**config.mk**
```make
export PLATFORM = sky130hd
export DESIGN_NAME = kbpt_cmd_queue
export DESIGN_NICKNAME = d
export VERILOG_FILES = /design/src/hdl/kbpt_pkg.sv /design/src/hdl/kbpt_cmd_queue.sv
export SDC_FILE = /design/constraint.sdc
export NUM_CORES = 1
export LEC_CHECK = 0
export BUFFER_PORTS_ARGS = -buffer_cell sky130_fd_sc_hd__buf_4
export CAP_MARGIN = 5
export CORE_UTILIZATION = 56
export DETAILED_ROUTE_END_ITERATION = 7
export HOLD_SLACK_MARGIN = 0.15
export PLACE_DENSITY_LB_ADDON = 0.3
export SYNTH_ARGS = -nofsm -noshare
export SYNTH_HDL_FRONTEND = slang
export SYNTH_SLANG_ARGS = --single-unit
```
**constraint.sdc**
```tcl
create_clock -name clk -period 4.39 [get_ports clk]
set_input_delay 0.2195 -clock clk [delete_from_list [all_inputs] [get_ports clk]]
set_output_delay 0.2195 -clock clk [all_outputs]
set_load 0.03 [all_outputs]
```
**src/hdl/kbpt_pkg.sv**
```systemverilog
`timescale 1ns / 1ps
`default_nettype none
// ----------------------------------------------------------------------------
// kbpt_pkg
// Shared field widths, limits and the command record that passes from the
// front end to the back end of the spanning forest block.
// ----------------------------------------------------------------------------
package kbpt_pkg;

    localparam int NODE_W  = 6;
    localparam int COST_W  = 30;
    localparam int TOTAL_W = 36;
    localparam int RANK_W  = 3;

    localparam logic [RANK_W-1:0] RANK_MAX = 3'd7;

    localparam logic OP_EDGE  = 1'b0;
    localparam logic OP_QUERY = 1'b1;

    typedef struct packed {
        logic              query;
        logic              nodes_ok;
        logic              same_node;
        logic [NODE_W-1:0] node_a;
        logic [NODE_W-1:0] node_b;
        logic [COST_W-1:0] cost;
    } cmd_t;

endpackage
`default_nettype wire

```
**src/hdl/kbpt_cmd_queue.sv**
```systemverilog
`timescale 1ns / 1ps
`default_nettype none
// ----------------------------------------------------------------------------
// kbpt_cmd_queue
// Two-entry command queue between the front end and the back end.
// ----------------------------------------------------------------------------
module kbpt_cmd_queue (
    input  logic           clk,
    input  logic           rst_n,
    input  logic           push,
    input  kbpt_pkg::cmd_t push_cmd,
    output logic           full,
    input  logic           pop,
    output logic           pop_valid,
    output kbpt_pkg::cmd_t pop_cmd
);

    kbpt_pkg::cmd_t slot_reg [2];
    logic       wr_ptr_reg;
    logic       wr_ptr_next;
    logic       rd_ptr_reg;
    logic       rd_ptr_next;
    logic [1:0] count_reg;
    logic [1:0] count_next;

    assign full      = (count_reg == 2'd2);
    assign pop_valid = (count_reg != 2'd0);
    assign pop_cmd   = slot_reg[rd_ptr_reg];

    always_comb
    begin
        wr_ptr_next = push ? !wr_ptr_reg : wr_ptr_reg;
        rd_ptr_next = pop ? !rd_ptr_reg : rd_ptr_reg;
        count_next  = count_reg + {1'b0, push} - {1'b0, pop};
    end

    always_ff @(posedge clk or negedge rst_n)
    begin
        if (!rst_n)
        begin
            wr_ptr_reg <= 1'b0;
            rd_ptr_reg <= 1'b0;
            count_reg  <= 2'd0;
        end
        else
        begin
            wr_ptr_reg <= wr_ptr_next;
            rd_ptr_reg <= rd_ptr_next;
            count_reg  <= count_next;
        end
    end

    always_ff @(posedge clk)
    begin
        if (push)
        begin
            slot_reg[wr_ptr_reg] <= push_cmd;
        end
    end

endmodule
`default_nettype wire

```
==> results.md, run 1 <==
- Gr ovfl total: 0
- Warnings, synthesis: 0
- Critical-path cell list: buf_4 -> mux2_2 -> buf_4
- Largest net degree at the start of global routing: 46
- Clk Latency, worst-skew pair: around 0.34 ns
- Startpoint types: register
- TritonCTS clock tree: done
- Area growth syn-to-layout: 38.74%
- PwrDens: roughly 620 mW/mm²
- Critical path class: register to output port
- Post-route setup TNS: 0 ns
- CP endpoint kind: output port
- DP HPWL: around 3700 µm
- H-tree lvl count: 3
- Worst VDD drop: 0.0003950 V
- Ports: 96
- Crit path from: rd_ptr_reg
- Main area contributors after synthesis: edfxtp_1 74%, mux2_4 16%, dfrtp_1 2.7%, buf_12 2.2%, mux2_2 1.9%
- Total GRT Usage: 0.2077
- Antenna Cells: 0
- Final period util: 0.5318
- Most common cell on crit path: buf_4
- Number of placement rows: 29
- Syn Nets: slightly above 200
- FMAX: ~430 MHz
- Number of DRC markers in iteration 0: 55
- Status: finished clean
- Syn Area/Cell: approximately 24 µm²
- TritonCTS Sinks: between 90 and 100
- Number of register bits inferred by synthesis: 94
- FF-to-FF setup slack: between 2 and 3 ns
- Antenna violations before repair: 0
- Sequential share of the synthesized area: 0.7687
- Die Width: around 83 µm
- Worst hold margin: between 0.2 and 0.25 ns
- Syn Std Cell Area: about 0.0036 mm²
- CTS Buffer Depth: 2
- Slowest cell on the critical path: dfrtp_2
- Layout fillers: around 350
- Die area: a little under 0.007 mm²
- Unrepaired setup endpoints after global routing: false
- Port Buffer Count: between 90 and 100
- Total Wirelength: approximately 6500 µm
- Reg2Reg Launch Point: wr_ptr_reg
- Die Y: 82.69 µm
- Finish-stage setup viols: 0
- Vias in the first global route: ~2000
- Clk pin slew, worst setup/hold paths: roughly 0.080 ns
- Buf/Inv on CP: 2
- Mapped Cells: ~160
- Hold Path Class: input pin to asynchronous set/reset pin
- Area leader, netlist: edfxtp_1
- Req. time, crit path: roughly 4.2 ns
- Pleak: between 2 and 2.5 nW
- WL per Instance: between 15 and 20 µm
- Vias/cell: ~5.0
- Max reg flops: 90
- Top Family by Delay on Critical Path: buffers and inverters
- Clock root buffer: clkbuf_8
- Drt drc: 0
- Synth unique cells: 13
- CORE AREA: roughly 0.0063 mm²
- Post-DRT Antenna Nets: 0
- Global-route wire length before repair: a little under 10000 µm
- Worst slew margin: 0.2980
- Placer Congestion: about 0.75
- Via count: between 1500 and 2000
- 1st-pass router iterations: 4
- Post-layout minimum cycle time: around 2.3 ns
- Worst Tran Pin Value: 1.053 ns
- Slowest Stage Delay on Critical Path: 0.62 ns
- Share of layout cells above drive strength 1: 0.5145
- Max-slew violation count: 0
- MaxCap Viol Count: 0
- Initial Utilization: 0.5775
- NumNets Final: between 300 and 400
- CP Data Arrival Time: roughly 2.1 ns
- Top cell type's share of synthesized area: 0.7412
- Clock Skews: 0.004652 ns
- Worst-path fanout max: 34
- Num CTS Buffers: 9
- Final Hold Vio Count: 0
what timing repair did:
action,in CTS,in global routing
hold endpoints to repair,97,0
endpoints found under the setup margin,0,0
setup buffers,0,0
hold buffers,48,0
gates resized for setup,0,0
power breakdown:
part           leakage (nW)  switching [mW]  internal [mW]
combinational          1.08           0.705          0.604
clock                0.0863           0.279          0.258
sequential            0.890          0.0839           1.20
synth_stat cells:
library cell   n
and2_1         1
buf_12         4
buf_6          1
dfrtp_1        4
edfxtp_1      90
ha_1           2
inv_1          2
mux2_2         6
mux2_4        39
nor2b_1        2
or2_2          1
xor2_1         2
xor3_1         1
layer usage:
layer  up-vias  wire [µm]  global-route usage
li1        906          -                   -
met1       946       2520              0.2258
met2        70       3626              0.3770
met3        12        258             0.04176
met4         0        123              0.1138
met5         -          0                   0
area by class of cell:
class / instances / area (µm²) / share of cell area
Multi-Input combinational cell: 54 / 753.2 / 0.1489
Sequential cell: 94 / 2804 / 0.5543
Inverter: 2 / 7.507 / 0.001484
Timing Repair Buffer: 145 / 1209 / 0.2389
Clock buffer: 9 / 123.9 / 0.02449
Tap cell: 77 / 96.34 / 0.01905
Clock inverter: 7 / 65.06 / 0.01286
stage by stage:
| stage | worst slack (ns) | utilization | std cells | total power, mW | area, µm² |
|---|---|---|---|---|---|
| 4_1_cts | 2.024 | 0.8012 | 388 | 3.143 | 5059 |
| 3_5_place_dp | 2.408 | 0.6952 | 324 | 2.573 | 4389 |
| 2_1_floorplan | 1.524 | - | 155 | 2.258 | 3646 |
| 6_report | 2.056 | 0.8012 | 388 | 3.125 | 5059 |
| 3_3_place_gp | 2.415 | 0.6952 | 324 | 2.552 | 4389 |
| 5_1_grt | 1.945 | 0.8012 | 388 | 3.266 | 5059 |
cell usage in the layout, fill, tap and decap left out:
master / count
buf_4: 97
edfxtp_1: 90
dlygate4sd3_1: 48
mux2_4: 39
clkbuf_8: 9
mux2_2: 6
clkinvlp_4: 3
dfrtp_1: 3
inv_1: 2
xor2_1: 2
ha_1: 2
clkinv_1: 2
xor3_1: 1
nor2b_4: 1
or2_2: 1
nor2b_1: 1
and2_2: 1
clkinv_2: 1
bufinv_16: 1
dfrtp_2: 1
logic make-up (layout without fill, tap and decap cells):
kind of cell / count (synthesis) / count (layout) / share of synthesized area
flip-flops: 94 / 94 / 0.7687
multiplexers: 45 / 45 / 0.1791
buffers and inverters: 7 / 163 / 0.02711
AND/OR/NAND/NOR: 4 / 4 / 0.006865
XOR/XNOR: 3 / 3 / 0.01132
adder cells (fa/ha/maj): 2 / 2 / 0.006862
path summary, 6_finish.rpt:
| kind | end | depth (start not counted) |
|---|---|---|
| max | pop_cmd[3] | 3 |
| min | count_reg[0] | 2 |
| max reg2reg | slot_reg[1][10] | 1 |
| min reg2reg | wr_ptr_reg | 1 |
| max in group asynchronous | rd_ptr_reg | 2 |
| min in group clk | wr_ptr_reg | 1 |
Note: power is estimated with default switching activity, not from simulation.
==> inputs of run 2 (changes only) <==
--- a/config.mk
+++ b/config.mk
@@ -7,7 +7,7 @@
 export LEC_CHECK = 0
 export BUFFER_PORTS_ARGS = -buffer_cell sky130_fd_sc_hd__buf_4
 export CAP_MARGIN = 5
-export CORE_UTILIZATION = 56
+export CORE_UTILIZATION = 52
 export DETAILED_ROUTE_END_ITERATION = 7
 export HOLD_SLACK_MARGIN = 0.15
 export PLACE_DENSITY_LB_ADDON = 0.3
==> constraint.sdc (replaced) <==
create_clock -name clk -period 2.22 [get_ports clk]
set_input_delay 0.111 -clock clk [delete_from_list [all_inputs] [get_ports clk]]
set_output_delay 0.111 -clock clk [all_outputs]
set_load 0.03 [all_outputs]
==> run 2 against run 1 <==
Compared with the run above: largest cell class unchanged; clock skew is essentially flat; largest power group unchanged; wire length shrank 4.7%; global-route usage shrank 2.5 points; utilization shrank 4.7 points; critical path type unchanged; register-to-register slack lost 1.9 ns; setup slack lost 1.7 ns; clock-buffer cell count is the same; sequential power grew 92%; total power grew 99%; combinational power grew 110%; hold slack gained 0.28 ns.
==> results.md, run 2 (synthesized netlist as in run 1, its figures left out) <==
- Status: finished clean
- FF-to-FF setup slack: 0.77 ns (-1.91 ns)
- FMAX: 549.3 MHz
- Number of placement rows: 30 (+3.4%)
- Unrepaired setup endpoints after global routing: false
- Worst-path fanout max: 28 (-18%)
- Clock root buffer: clkbuf_8
- Startpoint types: register
- Max-slew violation count: 0 (unchanged)
- WL per Instance: 15.13 µm (-10%)
- Number of DRC markers in iteration 0: 86 (+56%)
- Gr ovfl total: 0 (unchanged)
- Die area: 0.007350 mm² (+7.5%)
- Placed cell areas: 0.004448 mm² (+1.3%)
- Num CTS Buffers: 9 (unchanged)
- Drt drc: 0 (unchanged)
- CTS Buffer Depth: 2 (unchanged)
- Antenna violations before repair: 0 (unchanged)
- Global-route wire length before repair: 9742 µm (+0.28%)
- Worst hold margin: 0.4890 ns (+0.2806 ns)
- Hold Path Class: input pin to register
- NumNets Final: 361 (+1.1%)
- Worst Tran Pin Value: 0.4855 ns (-0.5675 ns)
- Final Core Density: 0.7547 (-0.04653)
- Leading cell type in the layout, fill and taps excluded: buf_4
- Antenna Cells: 0 (unchanged)
- Initial Utilization: 0.5366 (-0.04084)
- Via count: 1914 (-1.0%)
- TritonCTS clock tree: done
- PwrDens: 1210 mW/mm² (+96%)
- TritonCTS Sinks: 94 (unchanged)
- Post-DRT Antenna Nets: 0 (unchanged)
- Die Width: 85.74 µm (+3.7%)
- Worst slew margin: 0.6764 (+0.3783)
- Placer Congestion: 0.7322 (-2.1%)
- Clk Latency, worst-skew pair: 0.33 ns (about the same)
- Vias in the first global route: 2002 (-0.50%)
- Vias/cell: 4.657 (-6.6%)
- Final Hold Vio Count: 0 (unchanged)
- Area growth syn-to-layout: 40.63%
- Critical path class: register to output port
- Finish-stage setup viols: 0 (unchanged)
- Final instance area: 0.005127 mm² (+1.4%)
- Total GRT Usage: 0.1830 (-0.02468)
- Commonest non-fill, non-tap cells in the layout: 99 x buf_4, 90 x edfxtp_1, 49 x dlygate4sd3_1
- DP HPWL: 3875 µm (+3.9%)
- Port Buffer Count: 95 (unchanged)
- MaxCap Viol Count: 0 (unchanged)
- Req. time, crit path: 2.11 ns (-2.06 ns)
- Ports: 96 (unchanged)
- CORE AREA: 0.006794 mm² (+7.6%)
- Pleak: 2.085 nW (+1.6%)
- Clk pin slew, worst setup/hold paths: 0.09 ns (about the same)
- Final period util: 0.8200
- Total Wirelength: 6219 µm (-4.7%)
- Clock Skews: 0.004276 ns (-0.0003766 ns)
- CP Data Arrival Time: 1.71 ns (-0.40 ns)
- Largest net degree at the start of global routing: 30 (-35%)
- Post-layout minimum cycle time: roughly 1.8 ns
- H-tree lvl count: 3 (unchanged)
- Die Y: 85.74 µm (+3.7%)
- CP endpoint kind: output port
- 1st-pass router iterations: 4 (unchanged)
- Post-route setup TNS: 0 ns (unchanged)
- Worst VDD drop: 0.0005951 V (+51%)
- Max reg flops: 90 (unchanged)
- Share of layout cells above drive strength 1: 0.5206 (+0.006165)
run 2: cell type report:
cell class,instances,area (µm²)
Clock inverter,7,65.06
Timing Repair Buffer,149,1254
Inverter,2,7.507
Sequential cell,94,2804
Multi-Input combinational cell,54,753.2
Clock buffer,9,123.9
Tap cell,96,120.1
Fill cell,391,1667
run 2: repair_timing:
item,in CTS,in global routing
hold buffers,49,0
setup endpoints to repair,0,0
endpoints found under the hold margin,97,0
buffers inserted,0,0
gates resized for setup,0,0
run 2: worst max-delay path: stages (launching register included):
cell and delay (ns):
dfrtp_2 0.36, buf_4 0.42, mux2_2 0.40, buf_4 0.17
run 2: worst paths after layout:
| path | depth (start not counted) | end | start |
|---|---|---|---|
| min in group asynchronous | 3 | count_reg[1] | rst_n |
| worst min-delay path | 2 | slot_reg[1][19] | push_cmd[19] |
| worst max register to register | 2 | slot_reg[1][8] | wr_ptr_reg |
| worst min register to register | 1 | wr_ptr_reg | wr_ptr_reg |
| max in group asynchronous | 3 | rd_ptr_reg | rst_n |
| worst max-delay path | 3 | pop_cmd[3] | rd_ptr_reg |
run 2: where the power goes:
| group | switching, mW | internal [mW] | leakage, nW | total [mW] |
|---|---|---|---|---|
| logic | 1.46 | 1.23 | 1.10 | 2.69 |
| registers | 0.101 | 2.36 | 0.890 | 2.46 |
| clock network | 0.544 | 0.512 | 0.0964 | 1.06 |
| total | 2.10 | 4.10 | 2.09 | 6.20 |
run 2: metal layers:
layer	up-vias	global-route usage	routed length (µm)
li1	910	-	-
met1	938	0.2139	2441
met2	60	0.3265	3437
met3	6	0.05294	277
met4	0	0.05909	62
met5	-	0	0
run 2: per-stage QoR:
stage | setup WS, ns | instances | power [mW]
after floorplan | 0.2162 | 155 | 4.461
after global placement | 0.7768 | 346 | 5.100
after detailed placement | 0.7419 | 346 | 5.152
after CTS | 0.3658 | 411 | 6.277
after global routing | 0.3051 | 411 | 6.489
final | 0.3995 | 411 | 6.204
