<file path="src/hdl/kbpt_pkg.sv">
`timescale 1ns / 1ps
`default_nettype none
// ----------------------------------------------------------------------------
// kbpt_pkg
// Shared field widths, limits and the command record that passes from the
// front end to the back end of the spanning forest block.
// ----------------------------------------------------------------------------
package kbpt_pkg;

    localparam int NODE_W  = 6;
    localparam int COST_W  = 30;
    localparam int TOTAL_W = 36;
    localparam int RANK_W  = 3;

    localparam logic [RANK_W-1:0] RANK_MAX = 3'd7;

    localparam logic OP_EDGE  = 1'b0;
    localparam logic OP_QUERY = 1'b1;

    typedef struct packed {
        logic              query;
        logic              nodes_ok;
        logic              same_node;
        logic [NODE_W-1:0] node_a;
        logic [NODE_W-1:0] node_b;
        logic [COST_W-1:0] cost;
    } cmd_t;

endpackage
`default_nettype wire

</file>
<file path="src/hdl/kbpt_channels.sv">
`timescale 1ns / 1ps
`default_nettype none
// ----------------------------------------------------------------------------
// kbpt channels
// Valid/ready channels for incoming edge and query beats and for result beats.
// ----------------------------------------------------------------------------
interface kbpt_item_if;
    logic                        valid;
    logic                        ready;
    logic                        operation;
    logic [kbpt_pkg::NODE_W-1:0] node_a;
    logic [kbpt_pkg::NODE_W-1:0] node_b;
    logic [kbpt_pkg::COST_W-1:0] edge_cost;

    modport source (output valid, output operation, output node_a, output node_b,
                    output edge_cost, input ready);
    modport sink   (input valid, input operation, input node_a, input node_b,
                    input edge_cost, output ready);
endinterface

`default_nettype wire

</file>
<file path="src/hdl/kbpt_front.sv">
`timescale 1ns / 1ps
`default_nettype none
// ----------------------------------------------------------------------------
// kbpt_front
// Accepts beats and classifies them into commands for the queue.
// ----------------------------------------------------------------------------
module kbpt_front #(
    parameter int NODE_COUNT = 64
) (
    kbpt_item_if.sink     item,
    input  logic          queue_full,
    input  logic          init_done,
    output logic          push,
    output kbpt_pkg::cmd_t push_cmd
);

    logic a_ok;
    logic b_ok;

    assign a_ok = (32'(item.node_a) < 32'(NODE_COUNT));
    assign b_ok = (32'(item.node_b) < 32'(NODE_COUNT));

    assign item.ready = init_done && !queue_full;
    assign push       = item.valid && item.ready;

    always_comb
    begin
        push_cmd.query     = (item.operation == kbpt_pkg::OP_QUERY);
        push_cmd.nodes_ok  = a_ok && b_ok;
        push_cmd.same_node = (item.node_a == item.node_b);
        push_cmd.node_a    = item.node_a;
        push_cmd.node_b    = item.node_b;
        push_cmd.cost      = item.edge_cost;
    end

endmodule
`default_nettype wire

</file>
<file path="src/flat_wrapper.sv">
// flat-port wrapper written by rule: the top's interface ports become plain ports
module kbpt_front_flat 
#(
    parameter int NODE_COUNT = 64
)
  (queue_full, init_done, push, push_cmd, item_valid, item_operation, item_node_a, item_node_b, item_edge_cost, item_ready);
  kbpt_item_if item_i ();
  input  logic queue_full;
  input  logic init_done;
  output logic push;
  output kbpt_pkg::cmd_t push_cmd;
  input wire logic [$bits(item_i.valid)-1:0] item_valid;
  input wire logic [$bits(item_i.operation)-1:0] item_operation;
  input wire logic [$bits(item_i.node_a)-1:0] item_node_a;
  input wire logic [$bits(item_i.node_b)-1:0] item_node_b;
  input wire logic [$bits(item_i.edge_cost)-1:0] item_edge_cost;
  output wire logic [$bits(item_i.ready)-1:0] item_ready;
  assign item_i.valid = item_valid;
  assign item_i.operation = item_operation;
  assign item_i.node_a = item_node_a;
  assign item_i.node_b = item_node_b;
  assign item_i.edge_cost = item_edge_cost;
  assign item_ready = item_i.ready;
  kbpt_front #(.NODE_COUNT(NODE_COUNT)) u_core (.item(item_i), .queue_full(queue_full), .init_done(init_done), .push(push), .push_cmd(push_cmd));
endmodule
</file>
<file path="config.mk">
export PLATFORM = sky130hd
export DESIGN_NAME = kbpt_front_flat
export DESIGN_NICKNAME = d
export VERILOG_FILES = /design/src/hdl/kbpt_pkg.sv /design/src/hdl/kbpt_channels.sv /design/src/hdl/kbpt_front.sv /design/src/flat_wrapper.sv
export SDC_FILE = /design/constraint.sdc
export NUM_CORES = 1
export LEC_CHECK = 0
export ABC_CLOCK_PERIOD_IN_PS = 1100
export BUFFER_PORTS_ARGS = -buffer_cell sky130_fd_sc_hd__buf_2
export CAP_MARGIN = 30
export CORE_MARGIN = 1
export CORE_UTILIZATION = 24
export DETAILED_ROUTE_END_ITERATION = 7
export PLACE_DENSITY = 0.87
export SYNTH_ARGS = -nofsm -noshare
export SYNTH_HDL_FRONTEND = slang
export SYNTH_SLANG_ARGS = --single-unit
export TNS_END_PERCENT = 5
</file>
<file path="constraint.sdc">
create_clock -name vclk -period 1.1
set_clock_uncertainty 0.2 [all_clocks]
set_input_delay 0.33 -clock vclk [all_inputs]
set_output_delay 0.33 -clock vclk [all_outputs]
set_load 0.05 [all_outputs]
</file>
==> impl_metrics.ini, run 1 <==
[outcome]
status = finished with violations
violations = design-rule violations, negative setup slack

[worst_setup_path]
path_depth = 5
critPathMaxStageDelay_ns = 0.20
cp-startpoint = item_node_a[4]
critPathBufInv = 2
critPathRequiredTime_ns = 0.57
critPathSlowestCell = nor3_4
path_cells = buf_8, xnor2_2, nand4_1, nor3_4, buf_6
critPathTopFamily = simple AND/OR/NAND/NOR gates
start_kind = input port
crit_fanout = 2
worstPathArrival_ns = 1.12
worstSetupPathType = in2out
crit_end = push_cmd[42]
end_kind = primary output

[detailed_routing]
drt-pass1-iter-count = 5
routed_wl_um = 687
dr.first_iter.drc_count = 5
wl_per_cell_um = 11.8
ant_nets = 0
vias_per_cell = 4.09
drc = 5
num_vias = 237

[cells_and_area]
seq_area_um2 = 0
seq_cells = 0
final.clkbuf_count = 0
drive_gt1_share_pct = 90.5
nFillCells = 157
area_growth_pct = 14.8
diodes = 0
fin_area_um2 = 477
utilization_pct = 30.6
nets = 90

[global_routing]
grt_pass1_wl_um = 876
grt_usage_pct = 5.82
grt_pass1_vias = 207
overflow = 0
grt_max_degree = 3
antenna_found_initial = 0

[die]
die_h_um = 43.6
row_count = 14
core_area_um2 = 1560
dieArea_um2 = 1900
start_util_pct = 26.6
ios = 93
die_w_um = 43.6

[timing]
grt_setup_unrepaired = yes
drv_slew = 0
tns_ns = -1.28
finalCritPeriodShare_pct = 150
fin_crit_ns = 1.65
setup_ws_ns = -0.547
whs_ns = 0.460
hold_violations = 0
max_freq_mhz = 607
setup_viol = 15

[power_and_ir_drop]
combPwrFrac_pct = 100.0
switching_share_pct = 55.1
power_density_nw_per_um2 = 592
leakage_nw = 0.241
power.switching_mw = 0.155
ir_worst_vdd_mv = 0.221
clkPwrFrac_pct = 0
power.total_mw = 0.282
p_int_mw = 0.127
seqPwrFrac_pct = 0

[placement]
finalWeightedCongestion = 0.597
io_buffer_count = 30
postPlaceCellArea_um2 = 270

[synthesis]
synth_top_area_cell = buf_4
syn-mean-instance-area_um2 = 7.55
yosys-top-cells-area = buf_4 80%, xnor2_1 8.4%, xor2_1 4.2%
ys_seq_area_share_pct = 0
synth_cell_types = 8
synth_top_area_share_pct = 79.5
synthCells = 55
syn_nets = 101
synth_warnings = 0
syn_area_um2 = 415

[clock_network]
holdBufCountCts = 0

[min_path]
min_path_type = in2out

[flow_run]
cap_violations = 0
[power by group through the flow]
stage / sequential, mW / clock, mW / combinational [mW]
2_1_floorplan: 0 / 0 / 0.476
3_3_place_gp: 0 / 0 / 0.197
3_5_place_dp: 0 / 0 / 0.198
4_1_cts: 0 / 0 / 0.241
5_1_grt: 0 / 0 / 0.293
6_report: 0 / 0 / 0.282
[synth_stat cells]
master / number
xnor2_1: 4
nor2b_1: 1
xor2_1: 2
buf_4: 44
nor3_2: 1
conb_1: 1
and2_1: 1
nand4_1: 1
[metal layers]
layer	track usage, %	part of all wire [%]
met1	4.76	20
met2	9.85	54
met5	0	0
met3	5.83	25
met4	1.25	0.29
[metrics by stage]
step	cells	setup slack, ns
finish	58	-0.547
global route	58	-0.627
CTS	57	-0.537
detailed placement	57	-0.633
global placement	57	-0.630
floorplan	55	-0.466
[worst min path at each step]
stage,from,end,slack (ns),cells after the start
2_1_floorplan,queue_full,item_ready,0.52,1
3_3_place_gp,item_edge_cost[24],push_cmd[24],0.46,0
3_5_place_dp,item_edge_cost[24],push_cmd[24],0.46,0
4_1_cts,item_edge_cost[24],push_cmd[24],0.46,0
5_1_grt,item_edge_cost[7],push_cmd[7],0.46,0
6_report,item_edge_cost[13],push_cmd[13],0.46,0
[layout make-up]
cell class	count	area, um2	area share, %
repair buffers	31	327	68.5
multi-input cells	11	130	27.3
well taps	16	20.0	4.20
[cell families after synthesis]
family        count (synthesis)  share of synthesized area [%]
other cells                   1                          0.903
xor+xnor                      6                           12.7
simple gates                  4                           6.93
buf+inv                      44                           79.5
[layout by cell type, fill, tap and decap left out]
master | synthesis | routed
xnor2_2 | 0 | 4
xor2_1 | 2 | 2
buf_2 | 0 | 6
buf_4 | 44 | 3
buf_8 | 0 | 7
nor2b_4 | 0 | 1
nand4_1 | 1 | 1
and2_2 | 0 | 1
buf_6 | 0 | 15
nor3_4 | 0 | 1
conb_1 | 1 | 1
[repair_timing]
action	4_1_cts	5_1_grt
pin swaps	0	5
setup endpoints to repair	15	15
gates resized for setup	30	24
buffers inserted	0	1
Power figures use the tool's default switching activity.
==> inputs of run 2 (changes only) <==
ABC_CLOCK_PERIOD_IN_PS = 1680   (was 1100)
clock period = 1.68 ns   (was 1.1 ns; I/O delays follow)
==> run 2 against run 1 <==
  * The flow still finishes with violations (design-rule violations, negative setup slack)
  * Power shrank 48%
  * Core utilization shrank 8.2 points
  * Design area shrank 27%
  * Critical path depth is the same
  * Sequential share of layout area is the same
  * Via count shrank 5.1%
  * First-iteration DRC count is the same
  * Clock-buffer cell count is the same
  * Non-clock buffer count shrank 1
  * Critical endpoint unchanged
  * Largest cell class unchanged
  * Highest routed layer unchanged
==> impl_metrics.ini, run 2 (same netlist as run 1, synthesis figures left out) <==
[outcome]
status = finished with violations
violations = design-rule violations, negative setup slack

[cells_and_area]
diodes = 0
final_cell_mix = 21 x buf_2, 7 x buf_6, 3 x xnor2_2
final_common_cell = buf_2
utilization_pct = 22.4
final.clkbuf_count = 0
multiInputGateArea_um2 = 123
nFillCells = 166
drive_gt1_share_pct = 87.8
fin_area_um2 = 349
seq_cells = 0
nets = 89
seq_area_um2 = 0
area_growth_pct = -16.0

[min_path]
min_path_type = in2out

[placement]
finalWeightedCongestion = 0.597
place_worst_setup_slack_ns = -0.401
io_buffer_count = 30
postPlaceCellArea_um2 = 270

[worst_setup_path]
worstSetupPathType = in2out
end_kind = primary output
crit_fanout = 2
critPathTopFamily = simple AND/OR/NAND/NOR gates
start_kind = input port
worstPathArrival_ns = 1.23
critPathBufInv = 2
critPathMaxStageDelay_ns = 0.18
path_cells = buf_8, xnor2_2, nand4_1, nor3_4, buf_6
critPathSlowestCell = buf_6
critPathRequiredTime_ns = 0.98

[die]
ios = 93
dieArea_um2 = 1900
die_h_um = 43.6
die_w_um = 43.6
start_util_pct = 26.6
row_count = 14
core_area_um2 = 1560

[clock_network]
post-cts-setup-buffers = 0
holdBufCountCts = 0

[power_and_ir_drop]
leakage_nw = 0.190
power.switching_mw = 0.0956
seqPwrFrac_pct = 0
p_int_mw = 0.0522
ir_worst_vdd_mv = 0.116
combPwrFrac_pct = 100.0
switching_share_pct = 64.7
power_density_nw_per_um2 = 423
clkPwrFrac_pct = 0

[detailed_routing]
vias_per_cell = 3.95
dr.first_iter.drc_count = 5
wl_per_cell_um = 10.8
ant_nets = 0
drt-pass1-iter-count = 5
routed_wl_um = 617
drc = 5
num_vias = 225

[timing]
setup_viol = 2
fin_crit_ns = 1.94
max_freq_mhz = 516
whs_ns = 0.808
hold_violations = 0
drv_slew = 0
finalCritPeriodShare_pct = 115
tns_ns = -0.323
setup_ws_ns = -0.257
grt_setup_unrepaired = yes

[global_routing]
grt_usage_pct = 5.65
grt_max_degree = 3
overflow = 0
grt_pass1_vias = 216
antenna_found_initial = 0
grt_pass1_wl_um = 869

[flow_run]
cap_violations = 0
## run 2: cell types whose count changed in the layout (fill, tap and decap cells not counted)
cell	change
buf_2	+15
buf_6	-8
buf_8	-6
buf_4	-3
clkbuf_4	+1
xnor2_1	+1
xnor2_2	-1
## run 2: metal layers
metal	global-route usage [%]	vias up	wire length (um)
met3	5.83	2	171
met2	9.25	36	285
met4	1.25	0	2
met5	0	-	0
li1	-	94	-
met1	4.76	93	157
## run 2: area by class of cell
cell class / instances / share of cell area (%)
tap: 16 / 5.73
multi-input combinational: 11 / 35.1
timing repair buffer: 30 / 59.1
## run 2: what timing repair did
item / CTS / global route
gates resized for setup: 12 / 3
gates cloned: 0 / 0
endpoints found under the hold margin: 0 / 0
setup endpoints to repair: 2 / 3
pin swaps: 0 / 1
## run 2: power by group through the flow
stage          Sequential, mW  Clock [mW]  Combinational, mW
2_1_floorplan               0           0              0.312
3_3_place_gp                0           0              0.129
3_5_place_dp                0           0              0.130
4_1_cts                     0           0              0.145
5_1_grt                     0           0              0.154
6_report                    0           0              0.148
## run 2: final timing paths
check,from,endpoint,cells after the start
worst max-delay path,item_node_b[4],push_cmd[42],5
worst min-delay path,item_edge_cost[13],push_cmd[13],0
## run 2: through the flow
step	cells	total power, mW
finish	57	0.148
global route	57	0.154
CTS	57	0.145
detailed placement	57	0.130
global placement	57	0.129
floorplan	55	0.312
==> inputs of run 3 (changes only) <==
--- a/config.mk
+++ b/config.mk
@@ -10,3 +10,2 @@
 export CAP_MARGIN = 30
-export CORE_MARGIN = 1
 export CORE_UTILIZATION = 24
==> constraint.sdc (replaced) <==
create_clock -name vclk -period 1.68
set_clock_uncertainty 0.2 [all_clocks]
set_input_delay 0.168 -clock vclk [all_inputs]
set_output_delay 0.168 -clock vclk [all_outputs]
set_load 0.05 [all_outputs]
==> run 3 against run 2 <==
  * The flow finishes with violations (design-rule violations)
  * Flip-flop and latch count is the same
  * Sequential share of layout area is the same
  * Wire length grew 11%
  * Clock-buffer cell count is the same
  * Final cell count is the same
  * Die area is the same
  * Maximum frequency grew 48%
  * Design area shrank 26%
  * Critical path depth is the same
  * Combinational power shrank 15%
  * Global-route usage grew 0.42 points
  * Critical path type unchanged
==> impl_metrics.ini, run 3 (same netlist as run 1, synthesis figures left out) <==
[die]
start_util_pct = 26.6
die_h_um = 43.6
dieArea_um2 = 1900
row_count = 14
core_area_um2 = 1560
die_w_um = 43.6
ios = 93

[min_path]
holdPathStages = 0
min_path_type = in2out

[global_routing]
antenna_found_initial = 0
grt_pass1_vias = 214
grt_usage_pct = 6.07
overflow = 0
grt_max_degree = 3
grt_pass1_wl_um = 910

[timing]
grt_setup_unrepaired = no
fin_crit_ns = 1.31
hold_violations = 0
setup_viol = 0
drv_slew = 0
finalCritPeriodShare_pct = 77.9
tns_ns = 0
max_freq_mhz = 764
whs_ns = 0.136

[worst_setup_path]
worstSetupPathType = in2out
critPathMaxStageDelay_ns = 0.28
end_kind = primary output
worstPathArrival_ns = 0.94
critPathRequiredTime_ns = 1.31
path_cells = buf_2, xnor2_1, nand4_1, nor3_2, buf_2
critPathSlowestCell = buf_2
cpMostUsedCell = buf_2
start_kind = input port
crit_fanout = 2

[power_and_ir_drop]
leakage_nw = 0.150
ir_worst_vdd_mv = 0.108
power_density_nw_per_um2 = 490

[cells_and_area]
final_common_cell = buf_2
seq_area_um2 = 0
nFillCells = 177
final.clkbuf_count = 0
final_cell_mix = 30 x buf_2, 4 x xnor2_1, 2 x xor2_1
drive_gt1_share_pct = 78.0
area_growth_pct = -38.0
seq_cells = 0
nets = 89
diodes = 0

[outcome]
violations = design-rule violations
status = finished with violations

[placement]
io_buffer_count = 30
finalWeightedCongestion = 0.773

[detailed_routing]
num_vias = 227
drc = 4
vias_per_cell = 3.98
wl_per_cell_um = 12.0
drt-pass1-iter-count = 5
ant_nets = 0
dr.first_iter.drc_count = 4
routed_wl_um = 684

[clock_network]
holdBufCountCts = 0
cts-resized-gates = 0
post-cts-setup-buffers = 0

[flow_run]
cap_violations = 0
[run 3: changes by cell type in the layout (fill, tap and decap cells not counted), moves of 3 or more]
| cell | change |
|---|---|
| buf_2 | +9 |
| buf_6 | -7 |
| xnor2_1 | +3 |
| xnor2_2 | -3 |
[run 3: per-stage QoR]
step | util, % | power [mW] | cells | cell area, um2 | setup WS (ns)
after floorplan | - | 0.308 | 55 | 418 | 0.160
after global routing | 16.5 | 0.132 | 57 | 258 | 0.298
after global placement | 16.5 | 0.125 | 57 | 258 | 0.384
after CTS | 16.5 | 0.128 | 57 | 258 | 0.347
final | 16.5 | 0.126 | 57 | 258 | 0.371
after detailed placement | 16.5 | 0.127 | 57 | 258 | 0.359
[run 3: final timing paths]
path,endpoint,startpoint
worst min-delay path,push_cmd[12],item_edge_cost[12]
worst max-delay path,push_cmd[42],item_node_b[4]
[run 3: worst max-delay path: cells and delay by family]
family,cells,cell delay [ns]
buf+inv,2,0.39
simple gates,2,0.23
xor+xnor,1,0.16
[run 3: cell type report]
class	count	area, um2	area share [%]
well taps	16	20.0	7.77
multi-input cells	11	87.6	34.0
repair buffers	30	150	58.3
[run 3: power breakdown]
group | internal (mW) | switching [mW]
registers | 0 | 0
logic | 0.0345 | 0.0919
clock network | 0 | 0
total | 0.0345 | 0.0919
[run 3: metal layers]
layer	global-route usage [%]	routed length (um)	vias to the layer above
li1	-	-	97
met1	3.25	132	87
met2	12.5	367	41
met3	5.42	180	2
met4	1.88	4	0
met5	0	0	-
